`src/design/sde_pkg.sv`:
```
// Shared types and constants for the sorted divisor enumerator.
// No dependencies; every other design file refers to this package by scoped names.
`default_nettype none

package sde_pkg;

    // Default width of the number that is examined.
    localparam int NUM_WIDTH_DEF = 13;

    // Up to 13 bits no number has more than 32 divisors at or below its square root.
    localparam int STACK_DEPTH = 32;

    // Depth of the queue between the trial divider and the output sequencer.
    localparam int QUEUE_DEPTH = 4;

    // Kinds of word that travel through the queue.
    localparam logic EV_FOUND = 1'b0;
    localparam logic EV_END   = 1'b1;

    typedef struct packed {
        logic kind;
        logic square;
        logic last;
    } ev_ctl_t;

endpackage

`default_nettype wire

```
`src/design/sorted_divisor_enumerator_unit.sv`:
```
// Lists every divisor of a number in ascending order, one per strobe, the final one
// (the number itself) flagged by last. A number is taken when start is high and busy is
// low; a zero number gives no words. Results cannot be held off: each divisor is on
// divisor/last for exactly one cycle while strobe is high. Each trial divisor up to the
// square root is tested in the restoring divider of the front part, and a number occupies
// the block until its divisors above the square root have been played out.
// Built from sde_pkg, sde_front, sde_queue and sde_back.
`default_nettype none

module sorted_divisor_enumerator_unit #(
    parameter int NUM_WIDTH = sde_pkg::NUM_WIDTH_DEF
) (
    input  wire logic                 clk,
    input  wire logic                 rst_n,
    input  wire logic                 start,
    input  wire logic [NUM_WIDTH-1:0] number,
    output logic                      busy,
    output logic                      strobe,
    output logic [NUM_WIDTH-1:0]      divisor,
    output logic                      last
);

    localparam int CTLW = $bits(sde_pkg::ev_ctl_t);
    localparam int QW   = CTLW + 2 * NUM_WIDTH;

    logic                 accept;
    logic                 front_busy, back_busy;
    logic                 q_push, q_pop, q_empty, q_full;
    sde_pkg::ev_ctl_t     f_ctl, b_ctl;
    logic [NUM_WIDTH-1:0] f_small, f_partner, b_small, b_partner;
    logic [QW-1:0]        q_wdata, q_rdata;

    assign accept  = start && !busy;
    assign busy    = front_busy || !q_empty || back_busy;
    assign q_wdata = {f_ctl, f_small, f_partner};
    assign b_ctl     = q_rdata[QW-1 -: CTLW];
    assign b_small   = q_rdata[2*NUM_WIDTH-1 -: NUM_WIDTH];
    assign b_partner = q_rdata[NUM_WIDTH-1:0];

    sde_front #(
        .NUM_WIDTH (NUM_WIDTH)
    ) u_front (
        .clk        (clk),
        .rst_n      (rst_n),
        .accept     (accept),
        .number     (number),
        .full       (q_full),
        .busy       (front_busy),
        .push       (q_push),
        .ev_ctl     (f_ctl),
        .ev_small   (f_small),
        .ev_partner (f_partner)
    );

    sde_queue #(
        .DATA_WIDTH (QW)
    ) u_queue (
        .clk   (clk),
        .rst_n (rst_n),
        .push  (q_push),
        .wdata (q_wdata),
        .pop   (q_pop),
        .rdata (q_rdata),
        .empty (q_empty),
        .full  (q_full)
    );

    sde_back #(
        .NUM_WIDTH (NUM_WIDTH)
    ) u_back (
        .clk        (clk),
        .rst_n      (rst_n),
        .empty      (q_empty),
        .ev_ctl     (b_ctl),
        .ev_small   (b_small),
        .ev_partner (b_partner),
        .pop        (q_pop),
        .busy       (back_busy),
        .strobe     (strobe),
        .divisor    (divisor),
        .last       (last)
    );

    // An accepted number keeps the block busy on the following cycle.
    a_busy_after_accept: assert property (@(posedge clk) disable iff (!rst_n)
        accept |=> busy)
        else $error("block not busy after accepting a number");

    // The final divisor of a number is never followed straight away by another word.
    a_gap_after_last: assert property (@(posedge clk) disable iff (!rst_n)
        (strobe && last) |=> !strobe)
        else $error("word emitted right after the final divisor");

    // The front part never writes into a full queue.
    a_no_overflow: assert property (@(posedge clk) disable iff (!rst_n)
        q_push |-> !q_full)
        else $error("queue written while full");

endmodule

`default_nettype wire

```
`src/design/sde_front.sv`:
```
// Front part: takes a number and runs trial division up to its square root.
// Uses sde_pkg for the word type it hands to the queue.
`default_nettype none

module sde_front #(
    parameter int NUM_WIDTH = sde_pkg::NUM_WIDTH_DEF
) (
    input  wire logic                 clk,
    input  wire logic                 rst_n,
    input  wire logic                 accept,
    input  wire logic [NUM_WIDTH-1:0] number,
    input  wire logic                 full,
    output logic                      busy,
    output logic                      push,
    output sde_pkg::ev_ctl_t          ev_ctl,
    output logic [NUM_WIDTH-1:0]      ev_small,
    output logic [NUM_WIDTH-1:0]      ev_partner
);

    localparam int CW = $clog2(NUM_WIDTH + 1);

    localparam logic [1:0] F_IDLE  = 2'd0;
    localparam logic [1:0] F_CHECK = 2'd1;
    localparam logic [1:0] F_DIV   = 2'd2;
    localparam logic [1:0] F_PUSH  = 2'd3;

    logic [1:0]           state_reg, state_next;
    logic [NUM_WIDTH-1:0] n_reg, n_next;
    logic [NUM_WIDTH-1:0] i_reg, i_next;
    logic [NUM_WIDTH:0]   sq_reg, sq_next;
    logic [NUM_WIDTH-1:0] rem_reg, rem_next;
    logic [NUM_WIDTH-1:0] quo_reg, quo_next;
    logic [CW-1:0]        step_reg, step_next;

    logic [NUM_WIDTH:0]   shifted;
    logic [NUM_WIDTH+1:0] diff;
    logic                 in_range;

    assign shifted  = {rem_reg, quo_reg[NUM_WIDTH-1]};
    assign diff     = {1'b0, shifted} - {2'b00, i_reg};
    assign in_range = (sq_reg <= {1'b0, n_reg});

    assign busy       = (state_reg != F_IDLE);
    assign ev_small   = i_reg;
    assign ev_partner = quo_reg;

    always_comb
    begin
        state_next = state_reg;
        n_next     = n_reg;
        i_next     = i_reg;
        sq_next    = sq_reg;
        rem_next   = rem_reg;
        quo_next   = quo_reg;
        step_next  = step_reg;
        push       = 1'b0;
        ev_ctl.kind   = sde_pkg::EV_FOUND;
        ev_ctl.square = (quo_reg == i_reg);
        ev_ctl.last   = (i_reg == n_reg);

        unique case (state_reg)
            F_IDLE:
            begin
                if (accept)
                begin
                    n_next     = number;
                    i_next     = NUM_WIDTH'(1);
                    sq_next    = (NUM_WIDTH + 1)'(1);
                    state_next = F_CHECK;
                end
            end
            F_CHECK:
            begin
                if (in_range)
                begin
                    rem_next   = '0;
                    quo_next   = n_reg;
                    step_next  = CW'(NUM_WIDTH);
                    state_next = F_DIV;
                end
                else
                begin
                    // Search is over: tell the back part to play out the partners.
                    ev_ctl.kind = sde_pkg::EV_END;
                    push        = !full;
                    if (!full)
                    begin
                        state_next = F_IDLE;
                    end
                end
            end
            F_DIV:
            begin
                // One restoring division step per cycle.
                if (diff[NUM_WIDTH+1])
                begin
                    rem_next = shifted[NUM_WIDTH-1:0];
                end
                else
                begin
                    rem_next = diff[NUM_WIDTH-1:0];
                end
                quo_next  = {quo_reg[NUM_WIDTH-2:0], !diff[NUM_WIDTH+1]};
                step_next = step_reg - CW'(1);
                if (step_reg == CW'(1))
                begin
                    state_next = F_PUSH;
                end
            end
            F_PUSH:
            begin
                if ((rem_reg == '0) && full)
                begin
                    state_next = F_PUSH;
                end
                else
                begin
                    push       = (rem_reg == '0);
                    i_next     = i_reg + NUM_WIDTH'(1);
                    sq_next    = sq_reg + {i_reg, 1'b1};
                    state_next = F_CHECK;
                end
            end
            default:
            begin
                state_next = F_IDLE;
            end
        endcase
    end

    always_ff @(posedge clk or negedge rst_n)
    begin
        if (!rst_n)
        begin
            state_reg <= F_IDLE;
        end
        else
        begin
            state_reg <= state_next;
        end
    end

    always_ff @(posedge clk)
    begin
        n_reg    <= n_next;
        i_reg    <= i_next;
        sq_reg   <= sq_next;
        rem_reg  <= rem_next;
        quo_reg  <= quo_next;
        step_reg <= step_next;
    end

endmodule

`default_nettype wire

```
`src/design/sde_queue.sv`:
```
// Short first-in first-out queue that decouples the trial divider from the output side.
// Depth comes from sde_pkg; the word width is set by the instantiating module.
`default_nettype none

module sde_queue #(
    parameter int DATA_WIDTH = 8
) (
    input  wire logic                  clk,
    input  wire logic                  rst_n,
    input  wire logic                  push,
    input  wire logic [DATA_WIDTH-1:0] wdata,
    input  wire logic                  pop,
    output logic [DATA_WIDTH-1:0]      rdata,
    output logic                       empty,
    output logic                       full
);

    localparam int DEPTH = sde_pkg::QUEUE_DEPTH;
    localparam int PW    = $clog2(DEPTH);
    localparam int CNTW  = $clog2(DEPTH + 1);

    logic [DATA_WIDTH-1:0] mem [DEPTH];
    logic [PW-1:0]         wr_ptr_reg, wr_ptr_next;
    logic [PW-1:0]         rd_ptr_reg, rd_ptr_next;
    logic [CNTW-1:0]       count_reg, count_next;
    logic                  do_push, do_pop;

    assign empty   = (count_reg == '0);
    assign full    = (count_reg == CNTW'(DEPTH));
    assign do_push = push && !full;
    assign do_pop  = pop && !empty;
    assign rdata   = mem[rd_ptr_reg];

    always_comb
    begin
        wr_ptr_next = wr_ptr_reg;
        rd_ptr_next = rd_ptr_reg;
        count_next  = count_reg;
        if (do_push)
        begin
            wr_ptr_next = (wr_ptr_reg == PW'(DEPTH - 1)) ? '0 : wr_ptr_reg + PW'(1);
        end
        if (do_pop)
        begin
            rd_ptr_next = (rd_ptr_reg == PW'(DEPTH - 1)) ? '0 : rd_ptr_reg + PW'(1);
        end
        if (do_push && !do_pop)
        begin
            count_next = count_reg + CNTW'(1);
        end
        else if (do_pop && !do_push)
        begin
            count_next = count_reg - CNTW'(1);
        end
    end

    always_ff @(posedge clk or negedge rst_n)
    begin
        if (!rst_n)
        begin
            wr_ptr_reg <= '0;
            rd_ptr_reg <= '0;
            count_reg  <= '0;
        end
        else
        begin
            wr_ptr_reg <= wr_ptr_next;
            rd_ptr_reg <= rd_ptr_next;
            count_reg  <= count_next;
        end
    end

    always_ff @(posedge clk)
    begin
        if (do_push)
        begin
            mem[wr_ptr_reg] <= wdata;
        end
    end

endmodule

`default_nettype wire

```
`src/design/sde_back.sv`:
```
// Back part: emits small divisors as they arrive and stacks their partners,
// then plays the stack out in reverse. Uses sde_pkg for the word type and stack depth.
`default_nettype none

module sde_back #(
    parameter int NUM_WIDTH = sde_pkg::NUM_WIDTH_DEF
) (
    input  wire logic                 clk,
    input  wire logic                 rst_n,
    input  wire logic                 empty,
    input  wire sde_pkg::ev_ctl_t     ev_ctl,
    input  wire logic [NUM_WIDTH-1:0] ev_small,
    input  wire logic [NUM_WIDTH-1:0] ev_partner,
    output logic                      pop,
    output logic                      busy,
    output logic                      strobe,
    output logic [NUM_WIDTH-1:0]      divisor,
    output logic                      last
);

    localparam int SW = $clog2(sde_pkg::STACK_DEPTH);

    localparam logic B_EMIT  = 1'b0;
    localparam logic B_DRAIN = 1'b1;

    logic [NUM_WIDTH-1:0] stack_mem [sde_pkg::STACK_DEPTH];
    logic                 state_reg, state_next;
    logic [SW:0]          cnt_reg, cnt_next;
    logic                 strobe_reg, strobe_next;
    logic [NUM_WIDTH-1:0] divisor_reg;
    logic                 last_reg;
    logic                 take_found, stack_push, stack_pop;
    logic [SW:0]          top_idx;

    assign pop        = (state_reg == B_EMIT) && !empty;
    assign take_found = pop && (ev_ctl.kind == sde_pkg::EV_FOUND);
    assign stack_push = take_found && !ev_ctl.square;
    assign stack_pop  = (state_reg == B_DRAIN) && (cnt_reg != '0);
    assign top_idx    = cnt_reg - (SW + 1)'(1);

    assign busy    = (state_reg == B_DRAIN);
    assign strobe  = strobe_reg;
    assign divisor = divisor_reg;
    assign last    = last_reg;

    always_comb
    begin
        state_next  = state_reg;
        cnt_next    = cnt_reg;
        strobe_next = take_found || stack_pop;
        unique case (state_reg)
            B_EMIT:
            begin
                if (stack_push)
                begin
                    cnt_next = cnt_reg + (SW + 1)'(1);
                end
                if (pop && (ev_ctl.kind == sde_pkg::EV_END) && (cnt_reg != '0))
                begin
                    state_next = B_DRAIN;
                end
            end
            B_DRAIN:
            begin
                if (cnt_reg != '0)
                begin
                    cnt_next = cnt_reg - (SW + 1)'(1);
                end
                if (cnt_reg <= (SW + 1)'(1))
                begin
                    state_next = B_EMIT;
                end
            end
            default:
            begin
                state_next = B_EMIT;
            end
        endcase
    end

    always_ff @(posedge clk or negedge rst_n)
    begin
        if (!rst_n)
        begin
            state_reg  <= B_EMIT;
            cnt_reg    <= '0;
            strobe_reg <= 1'b0;
        end
        else
        begin
            state_reg  <= state_next;
            cnt_reg    <= cnt_next;
            strobe_reg <= strobe_next;
        end
    end

    // The partner of 1 is the number itself and sits at the bottom of the stack.
    always_ff @(posedge clk)
    begin
        if (stack_push)
        begin
            stack_mem[cnt_reg[SW-1:0]] <= ev_partner;
        end
        if (stack_pop)
        begin
            divisor_reg <= stack_mem[top_idx[SW-1:0]];
            last_reg    <= (cnt_reg == (SW + 1)'(1));
        end
        else if (take_found)
        begin
            divisor_reg <= ev_small;
            last_reg    <= ev_ctl.last;
        end
    end

endmodule

`default_nettype wire

```
`config.mk`:
```
export PLATFORM = sky130hd
export DESIGN_NAME = sorted_divisor_enumerator_unit
export DESIGN_NICKNAME = d
export VERILOG_FILES = /design/src/design/sde_pkg.sv /design/src/design/sorted_divisor_enumerator_unit.sv /design/src/design/sde_front.sv /design/src/design/sde_queue.sv /design/src/design/sde_back.sv
export SDC_FILE = /design/constraint.sdc
export NUM_CORES = 1
export LEC_CHECK = 0
export ABC_CLOCK_PERIOD_IN_PS = 4600
export BUFFER_PORTS_ARGS = -buffer_cell sky130_fd_sc_hd__buf_2
export CORE_AREA = 10 10 244 246
export CTS_CLUSTER_SIZE = 20
export DETAILED_ROUTE_END_ITERATION = 16
export DIE_AREA = 0 0 254 256
export GPL_TIMING_DRIVEN = 0
export PLACE_DENSITY_LB_ADDON = 0.3
export SLEW_MARGIN = 20
export SYNTH_ARGS = -nofsm -noshare
export SYNTH_HDL_FRONTEND = slang
export SYNTH_HIERARCHICAL = 1
export SYNTH_SLANG_ARGS = --single-unit
export TNS_END_PERCENT = 30
```
`constraint.sdc`:
```
create_clock -name clk -period 4.6 [get_ports clk]
set_input_delay 0.92 -clock clk [delete_from_list [all_inputs] [get_ports clk]]
set_output_delay 0.92 -clock clk [all_outputs]
set_load 0.005 [all_outputs]
```
# ---- Word-level counts from Yosys, hierarchy flattened
# Memories as Yosys holds them, arrays and structs flattened.
# Cells that the tools add are included.
dict set report totals {
  regBits 101
  mem_bits_rw 532
  output_inout_bits 16
  word_cells 126
  n_memories 2
}
dict set report op_classes {
  add_sub_neg 10
  magnitude_cmp 2
  eq_ne 17
  mux 42
  n_bitwise 2
  reduce_logical 36
}
# memory depth width rd rd_ports_with_merged_regs wr line
set memory_table {}
lappend memory_table {u_back.stack_mem 32 13 1 0 1 sde_back.sv:26} ;# logic [NUM_WIDTH-1:0] stack_mem [sde_pkg::STACK_DEPTH];
lappend memory_table {u_queue.mem 4 29 1 0 1 sde_queue.sv:22} ;# logic [DATA_WIDTH-1:0] mem [DEPTH];
# operator n
set ops {}
lappend ops {{2-to-1 mux 13 bit} 7}
lappend ops {{one-hot mux 13 bit (2 select lines)} 3}
lappend ops {{2-to-1 mux 14 bit} 2}
lappend ops {{one-hot mux 14 bit (2 select lines)} 1}
lappend ops {{equality test 13 bit} 2}
lappend ops {{subtractor 14 x 13 -> 15 bit} 1}
lappend ops {{adder 14 bit} 1}
lappend ops {{less-or-equal comparator 14 x 13 -> 1 bit} 1}
lappend ops {{2-to-1 mux 2 bit} 7}
lappend ops {{adder 13 x 1 -> 13 bit, second input constant} 1}
lappend ops {{zero test 13 bit} 1}
lappend ops {{logical AND 1 bit} 12}
lappend ops {{2-to-1 mux 1 bit} 12}
lappend ops {{2-to-1 mux 6 bit} 2}
lappend ops {{one-hot mux 6 bit (2 select lines)} 1}
lappend ops {{nonzero test 2 bit} 5}
lappend ops {{equality test 2 bit, second input constant} 4}
lappend ops {{one-hot mux 2 bit (4 select lines)} 1}
lappend ops {{one-hot mux 4 bit (2 select lines)} 1}
lappend ops {{zero test 1 bit} 7}
lappend ops {{adder 6 x 1 -> 6 bit, second input constant} 1}
lappend ops {{equality test 6 x 1 -> 1 bit, second input constant} 1}
lappend ops {{less-or-equal comparator 6 x 1 -> 1 bit, second input constant} 1}
lappend ops {{2-to-1 mux 3 bit} 2}
lappend ops {{other kinds (20)} 32}

# ---- Depth between registers and ports, before layout
dict set report logic_depth {
  word_depth 9
  depth_mapped 16
  depth_no_buf 15
}

# ---- Cells and area by module
# The synthesis kept the hierarchy.
# module instances cells_per_inst area_each_um2 seq_area_each_um2
set modules_own_cells {}
lappend modules_own_cells {sde_back 1 865 17521.8 13112.6}
lappend modules_own_cells {sde_front 1 489 4903.5 2152.1}
lappend modules_own_cells {sde_queue 1 188 4618.2 3658.5}
lappend modules_own_cells {sorted_divisor_enumerator_unit 1 2 21.3 0.0}

# ---- Worst setup path after synthesis
# Ideal clock, no wire load.
dict set report synth_path {
  path_kind {reg-to-reg}
  startpoint {reg u_front.n_reg[8]}
  endpoint {reg u_front.quo_reg[0] (netlist: u_front/ev_partner[0]) (enable)}
  setup_time_ps 459
  arrival_ps 3602
  path_slack_ps 540
  stages_incl_launch_ff 9
  n_path_buf 0
  path_cell_list {edfxtp_1 -> inv_1 -> ha_1 -> and3b_1 -> a221oi_1 -> o21ai_0 -> a21oi_1 -> nor2_1 -> o21ai_0}
}
dict set report synth_via {
  elab_chain_cells 3
}
# element line
set synth_lines {}
lappend synth_lines {{start: declaration} sde_front.sv:28} ;# logic [NUM_WIDTH-1:0] n_reg, n_next;
lappend synth_lines {{start signal: assignment} sde_front.sv:145} ;# n_reg <= n_next;
lappend synth_lines {{less-or-equal comparator 14 x 13 -> 1 bit} sde_front.sv:41} ;# assign in_range = (sq_reg <= {1'b0, n_reg});
lappend synth_lines {{inequality test 2 x 1 -> 1 bit (no source line)} -}
lappend synth_lines {{AND reduction 2 bit (no source line)} -}
lappend synth_lines {{end signal: assignment} sde_front.sv:149} ;# quo_reg <= quo_next;
lappend synth_lines {{end: declaration} sde_front.sv:32} ;# logic [NUM_WIDTH-1:0] quo_reg, quo_next;
# Every way passes these cells.
# A chain may end at the register's enable or synchronous reset.

# ---- Final worst setup path
dict set report layout_path {
  startpoint {reg u_back.cnt_reg[0]}
  endpoint {reg u_back.divisor_reg[5] (netlist: u_back/divisor[5]), data pin}
}
dict set report layout_via {
  elab_chain_cells 3
  elab_cells_between_ends 5
  cone_classes {1 x add/sub; 1 x mux; 2 x reduce/logical; 1 x memory}
}
# element line
set layout_lines {}
lappend layout_lines {{start: declaration} sde_back.sv:28} ;# logic [SW:0] cnt_reg, cnt_next;
lappend layout_lines {{start signal: assignment} sde_back.sv:92} ;# cnt_reg <= cnt_next;
lappend layout_lines {{subtractor 6 x 1 -> 6 bit / nonzero test 6 bit (equally long branches)} {sde_back.sv:39, sde_back.sv:38}}
lappend layout_lines {{memory read (32 x 13 bit) / logical AND 1 bit (equally long branches)} -}
lappend layout_lines {{2-to-1 mux 13 bit (*)} sde_back.sv:104} ;# if (stack_pop)
lappend layout_lines {{end signal: assignment} sde_back.sv:106} ;# divisor_reg <= stack_mem[top_idx[SW-1:0]];
lappend layout_lines {{end signal: assignment} sde_back.sv:111} ;# divisor_reg <= ev_small;
lappend layout_lines {{end: declaration} sde_back.sv:30} ;# logic [NUM_WIDTH-1:0] divisor_reg;
# Every way passes the cells marked *; elsewhere a longest branch is shown, timed or not.

==> metrics.txt <==
# TYPE chip_impl_metric gauge
chip_impl_info{name="crit-reg2reg-launch",value="u_back/cnt_reg[0]"} 1
chip_impl_metric{name="synth_seq_cells",unit=""} 633
chip_impl_metric{name="async_flop_share",unit="%"} 2.69
chip_impl_info{name="min-delay-path-class",value="input port to async pin"} 1
chip_impl_metric{name="finalHoldWorstSlack",unit="ns"} 0.304
chip_impl_metric{name="clk_transition_reported_paths",unit="ns"} 0.06
chip_impl_metric{name="power.share.clock",unit="%"} 27.4
chip_impl_metric{name="worst_clock_skew",unit="ns"} 0.0286
chip_impl_metric{name="antenna_cells",unit=""} 0
chip_impl_info{name="cp_slowest_cell",value="sky130_fd_sc_hd__buf_1"} 1
chip_impl_info{name="commonest_non_fill_non_tap_cell_in_the_layout",value="sky130_fd_sc_hd__edfxtp_1"} 1
chip_impl_metric{name="detail_route.first_pass.iterations",unit=""} 5
chip_impl_metric{name="drive_gt1_share",unit="%"} 24.1
chip_impl_metric{name="p_switching",unit="mW"} 6.35
chip_impl_metric{name="syn_inst",unit=""} 1544
chip_impl_metric{name="seqPwrFrac",unit="%"} 38.5
chip_impl_metric{name="netlist_area",unit="µm²"} 27100
chip_impl_metric{name="p_leak",unit="nW"} 10.2
chip_impl_metric{name="worst_path_fanout_max",unit=""} 10
chip_impl_metric{name="numPlacedInstances",unit=""} 2284
chip_impl_metric{name="route.antenna.remaining_nets",unit=""} 0
chip_impl_info{name="tritoncts_clock_tree",value="built"} 1
chip_impl_metric{name="design.die.area",unit="µm²"} 65000
chip_impl_metric{name="core_area",unit="µm²"} 54700
chip_impl_metric{name="grt_use_total",unit="%"} 19.0
chip_impl_metric{name="dpl_cell_area",unit="µm²"} 28300
chip_impl_metric{name="period_minus_slack",unit="ns"} 4.22
chip_impl_metric{name="route.final.wire_length",unit="µm"} 61600
chip_impl_metric{name="routabilityCongestion",unit=""} 0.858
chip_impl_metric{name="postCtsSetupRepairBufs",unit=""} 0
chip_impl_metric{name="layout.cells.non_filler",unit=""} 2406
chip_impl_metric{name="cts_repair_resize_count",unit=""} 0
chip_impl_info{name="worst_path_cell_chain",value="buf_6, buf_6, buf_4, inv_1, ha_1, buf_2, buf_2, buf_1, mux4_2, a211oi_1, nor3_2"} 1
chip_impl_metric{name="tightestPinTransition",unit="ns"} 0.962
chip_impl_metric{name="first_global_vias",unit=""} 14400
chip_impl_metric{name="final-setup-viol-count",unit=""} 0
chip_impl_metric{name="maxSlewHeadroom",unit="%"} 35.9
chip_impl_metric{name="detailedRoute.firstIterationViolations",unit=""} 1347
chip_impl_metric{name="hold_viol",unit=""} 0
chip_impl_metric{name="worst-endpoint-required",unit="ns"} 4.93
chip_impl_metric{name="regToRegSetupSlack",unit="ns"} 0.38
chip_impl_metric{name="clock_sink_count",unit=""} 633
chip_impl_metric{name="post-place-ws",unit="ns"} 0.536
chip_impl_metric{name="number_of_synthesized_flops_with_an_enable_pin",unit=""} 616
chip_impl_metric{name="global_route.overflow_total",unit=""} 0
chip_impl_metric{name="grt_antenna_before_repair",unit=""} 0
chip_impl_metric{name="tritoncts.num_buffers",unit=""} 67
chip_impl_metric{name="quantity_of_hold_fixing_buffers_added_after_cts",unit=""} 0
chip_impl_metric{name="arrival_time_of_the_worst_setup_path",unit="ns"} 4.54
chip_impl_metric{name="detailedPlacementHpwl",unit="µm"} 39800
chip_impl_metric{name="largest_register_ffs",unit=""} 416
chip_impl_info{name="crit_path_end_kind",value="register"} 1
chip_impl_info{name="critPathKind",value="register to register"} 1
chip_impl_metric{name="fin_setup_tns",unit="ns"} 0
chip_impl_info{name="synth_flop_cell",value="sky130_fd_sc_hd__edfxtp_1"} 1
chip_impl_metric{name="grt_pass1_wl",unit="µm"} 91800
chip_impl_info{name="unrepaired_setup_endpoints_after_global_routing",value="no"} 1
chip_impl_metric{name="final_util",unit="%"} 55.7
chip_impl_metric{name="die_w",unit="µm"} 254
chip_impl_metric{name="layout_setup_ws",unit="ns"} 0.381
chip_impl_metric{name="initial_util",unit="%"} 49.5
chip_impl_info{name="cts_root_buf",value="sky130_fd_sc_hd__clkbuf_16"} 1
chip_impl_metric{name="max_freq",unit="GHz"} 0.237
chip_impl_metric{name="cellInternalPower",unit="mW"} 12.8
chip_impl_metric{name="pin_count_of_the_biggest_net_entering_global_routing",unit=""} 33
chip_impl_metric{name="max_cap_viol_count",unit=""} 0
chip_impl_metric{name="port-buffer-count",unit=""} 31
chip_impl_metric{name="ys_warn_count",unit=""} 6
chip_impl_metric{name="areaGrowthSynthToFinish",unit="%"} 12.5
chip_impl_metric{name="worst_ir_drop_on_vdd",unit="mV"} 0.362
chip_impl_metric{name="post-route-period-util",unit="%"} 91.7
chip_impl_info{name="rr_endpoint",value="u_back/divisor[5]"} 1
chip_impl_metric{name="p_per_area",unit="nW/µm²"} 630
chip_impl_metric{name="synthDistinctLibCells",unit=""} 82
chip_impl_metric{name="p_comb_share",unit="%"} 34.1
chip_impl_metric{name="row_count",unit=""} 86
chip_impl_metric{name="cts.htree.levels",unit=""} 3
chip_impl_metric{name="postLayoutCellArea",unit="µm²"} 30500
chip_impl_info{name="worst_setup_path_start_kind",value="register"} 1
chip_impl_metric{name="viasPerCell",unit=""} 5.90
chip_impl_metric{name="timing.critical_path.slowest_cell_delay",unit="ns"} 0.71
chip_impl_metric{name="final_net_count",unit=""} 1720
chip_impl_metric{name="timing.critical_path.buf_inv",unit=""} 7
chip_impl_metric{name="vias",unit=""} 14200
chip_impl_info{name="most-common-layout-cells",value="616 x sky130_fd_sc_hd__edfxtp_1, 133 x sky130_fd_sc_hd__mux4_2, 99 x sky130_fd_sc_hd__inv_1"} 1
chip_impl_metric{name="avgSynthCellArea",unit="µm²"} 17.5
chip_impl_info{name="timing.critical_path.max_delay_family",value="buffers and inverters"} 1
chip_impl_metric{name="synth.yosys.seq_area_share",unit="%"} 69.9
chip_impl_info{name="status",value="finished, final reports clean"} 1
chip_impl_metric{name="post-route-drc-count",unit=""} 0
chip_impl_metric{name="worstSkewPairLatency",unit="ns"} 0.60
chip_impl_metric{name="ioPinCount",unit=""} 32
chip_impl_metric{name="wire_per_inst",unit="µm"} 25.6
chip_impl_metric{name="rr_worst_depth",unit=""} 11
chip_impl_metric{name="power_switching_share",unit="%"} 33.1
chip_impl_metric{name="timing_max_transition_violations_final",unit=""} 0
chip_impl_metric{name="die_height",unit="µm"} 256
chip_impl_metric{name="synth.net_count",unit=""} 1615
chip_impl_metric{name="clock_path_buffers",unit=""} 3
chip_impl_metric{name="power",unit="mW"} 19.2
==> cell families after synthesis <==
family,synth area share [%]
flops,69.9
mux,12.0
fa+ha+maj,2.63
simple gates,5.91
xor+xnor,1.97
compound gates,4.66
buf+inv,2.88
==> cell type report <==
class | instances | area [µm²]
clock inverters | 34 | 355
inverters | 100 | 375
plain buffers | 68 | 405
repair buffers | 36 | 270
clock buffers | 88 | 1790
flip-flops and latches | 633 | 18900
fillers | 4160 | 24200
multi-input cells | 743 | 7460
well taps | 704 | 881
==> cells in the mapped netlist, types with 14 or more instances <==
cell / count / area share [%]
sky130_fd_sc_hd__nor2_1: 87 / 1.2
sky130_fd_sc_hd__buf_4: 14 / 0.39
sky130_fd_sc_hd__nand2_1: 53 / 0.74
sky130_fd_sc_hd__xnor2_1: 39 / 1.3
sky130_fd_sc_hd__buf_2: 23 / 0.43
sky130_fd_sc_hd__a211oi_1: 21 / 0.58
sky130_fd_sc_hd__o22ai_1: 43 / 0.99
sky130_fd_sc_hd__o21ai_0: 29 / 0.54
sky130_fd_sc_hd__nor3_2: 20 / 0.74
sky130_fd_sc_hd__mux4_2: 133 / 11
sky130_fd_sc_hd__mux2_2: 15 / 0.62
sky130_fd_sc_hd__ha_1: 52 / 2.4
sky130_fd_sc_hd__inv_1: 99 / 1.4
sky130_fd_sc_hd__clkbuf_1: 21 / 0.29
sky130_fd_sc_hd__a21o_1: 17 / 0.47
sky130_fd_sc_hd__nor3_1: 20 / 0.37
sky130_fd_sc_hd__dfrtp_1: 17 / 1.6
sky130_fd_sc_hd__a21oi_1: 23 / 0.43
sky130_fd_sc_hd__xor2_1: 22 / 0.71
sky130_fd_sc_hd__edfxtp_1: 616 / 68
sky130_fd_sc_hd__nand3_1: 17 / 0.31
sky130_fd_sc_hd__and3_1: 20 / 0.46
==> worst max-delay path by stage <==
stage	startpoint	depth (start not counted)	slack (ns)	endpoint
floorplan	u_front/n_reg[8]	8	0.54	u_front/ev_partner[0]
global placement	u_front/sq_reg[9]	6	-0.81	u_front/rem_reg[8]
detailed placement	u_back/cnt_reg[0]	11	0.54	u_back/divisor[5]
CTS	u_back/cnt_reg[0]	11	0.50	u_back/divisor[5]
global route	u_back/cnt_reg[0]	11	0.31	u_back/divisor[5]
finish	u_back/cnt_reg[0]	11	0.38	u_back/divisor[5]
==> power groups by stage <==
stage / Sequential (mW) / Combinational, mW / Clock [mW]
5_1_grt: 7.40 / 6.96 / 5.62
3_5_place_dp: 7.50 / 6.56 / 0
4_1_cts: 7.38 / 6.59 / 5.37
2_1_floorplan: 7.44 / 4.38 / 0
3_3_place_gp: 7.49 / 6.42 / 0
6_report: 7.38 / 6.55 / 5.26
==> per-layer routing <==
layer	share of wire, %	track usage [%]	vias to the layer above	wire, µm
met5	0	0	-	0
met4	2.7	5.70	0	1640
met1	40	24.6	7307	24900
met2	50	31.6	491	30800
li1	-	-	6302	-
met3	6.8	4.13	101	4160
Note: power is estimated with default switching activity, not from simulation.
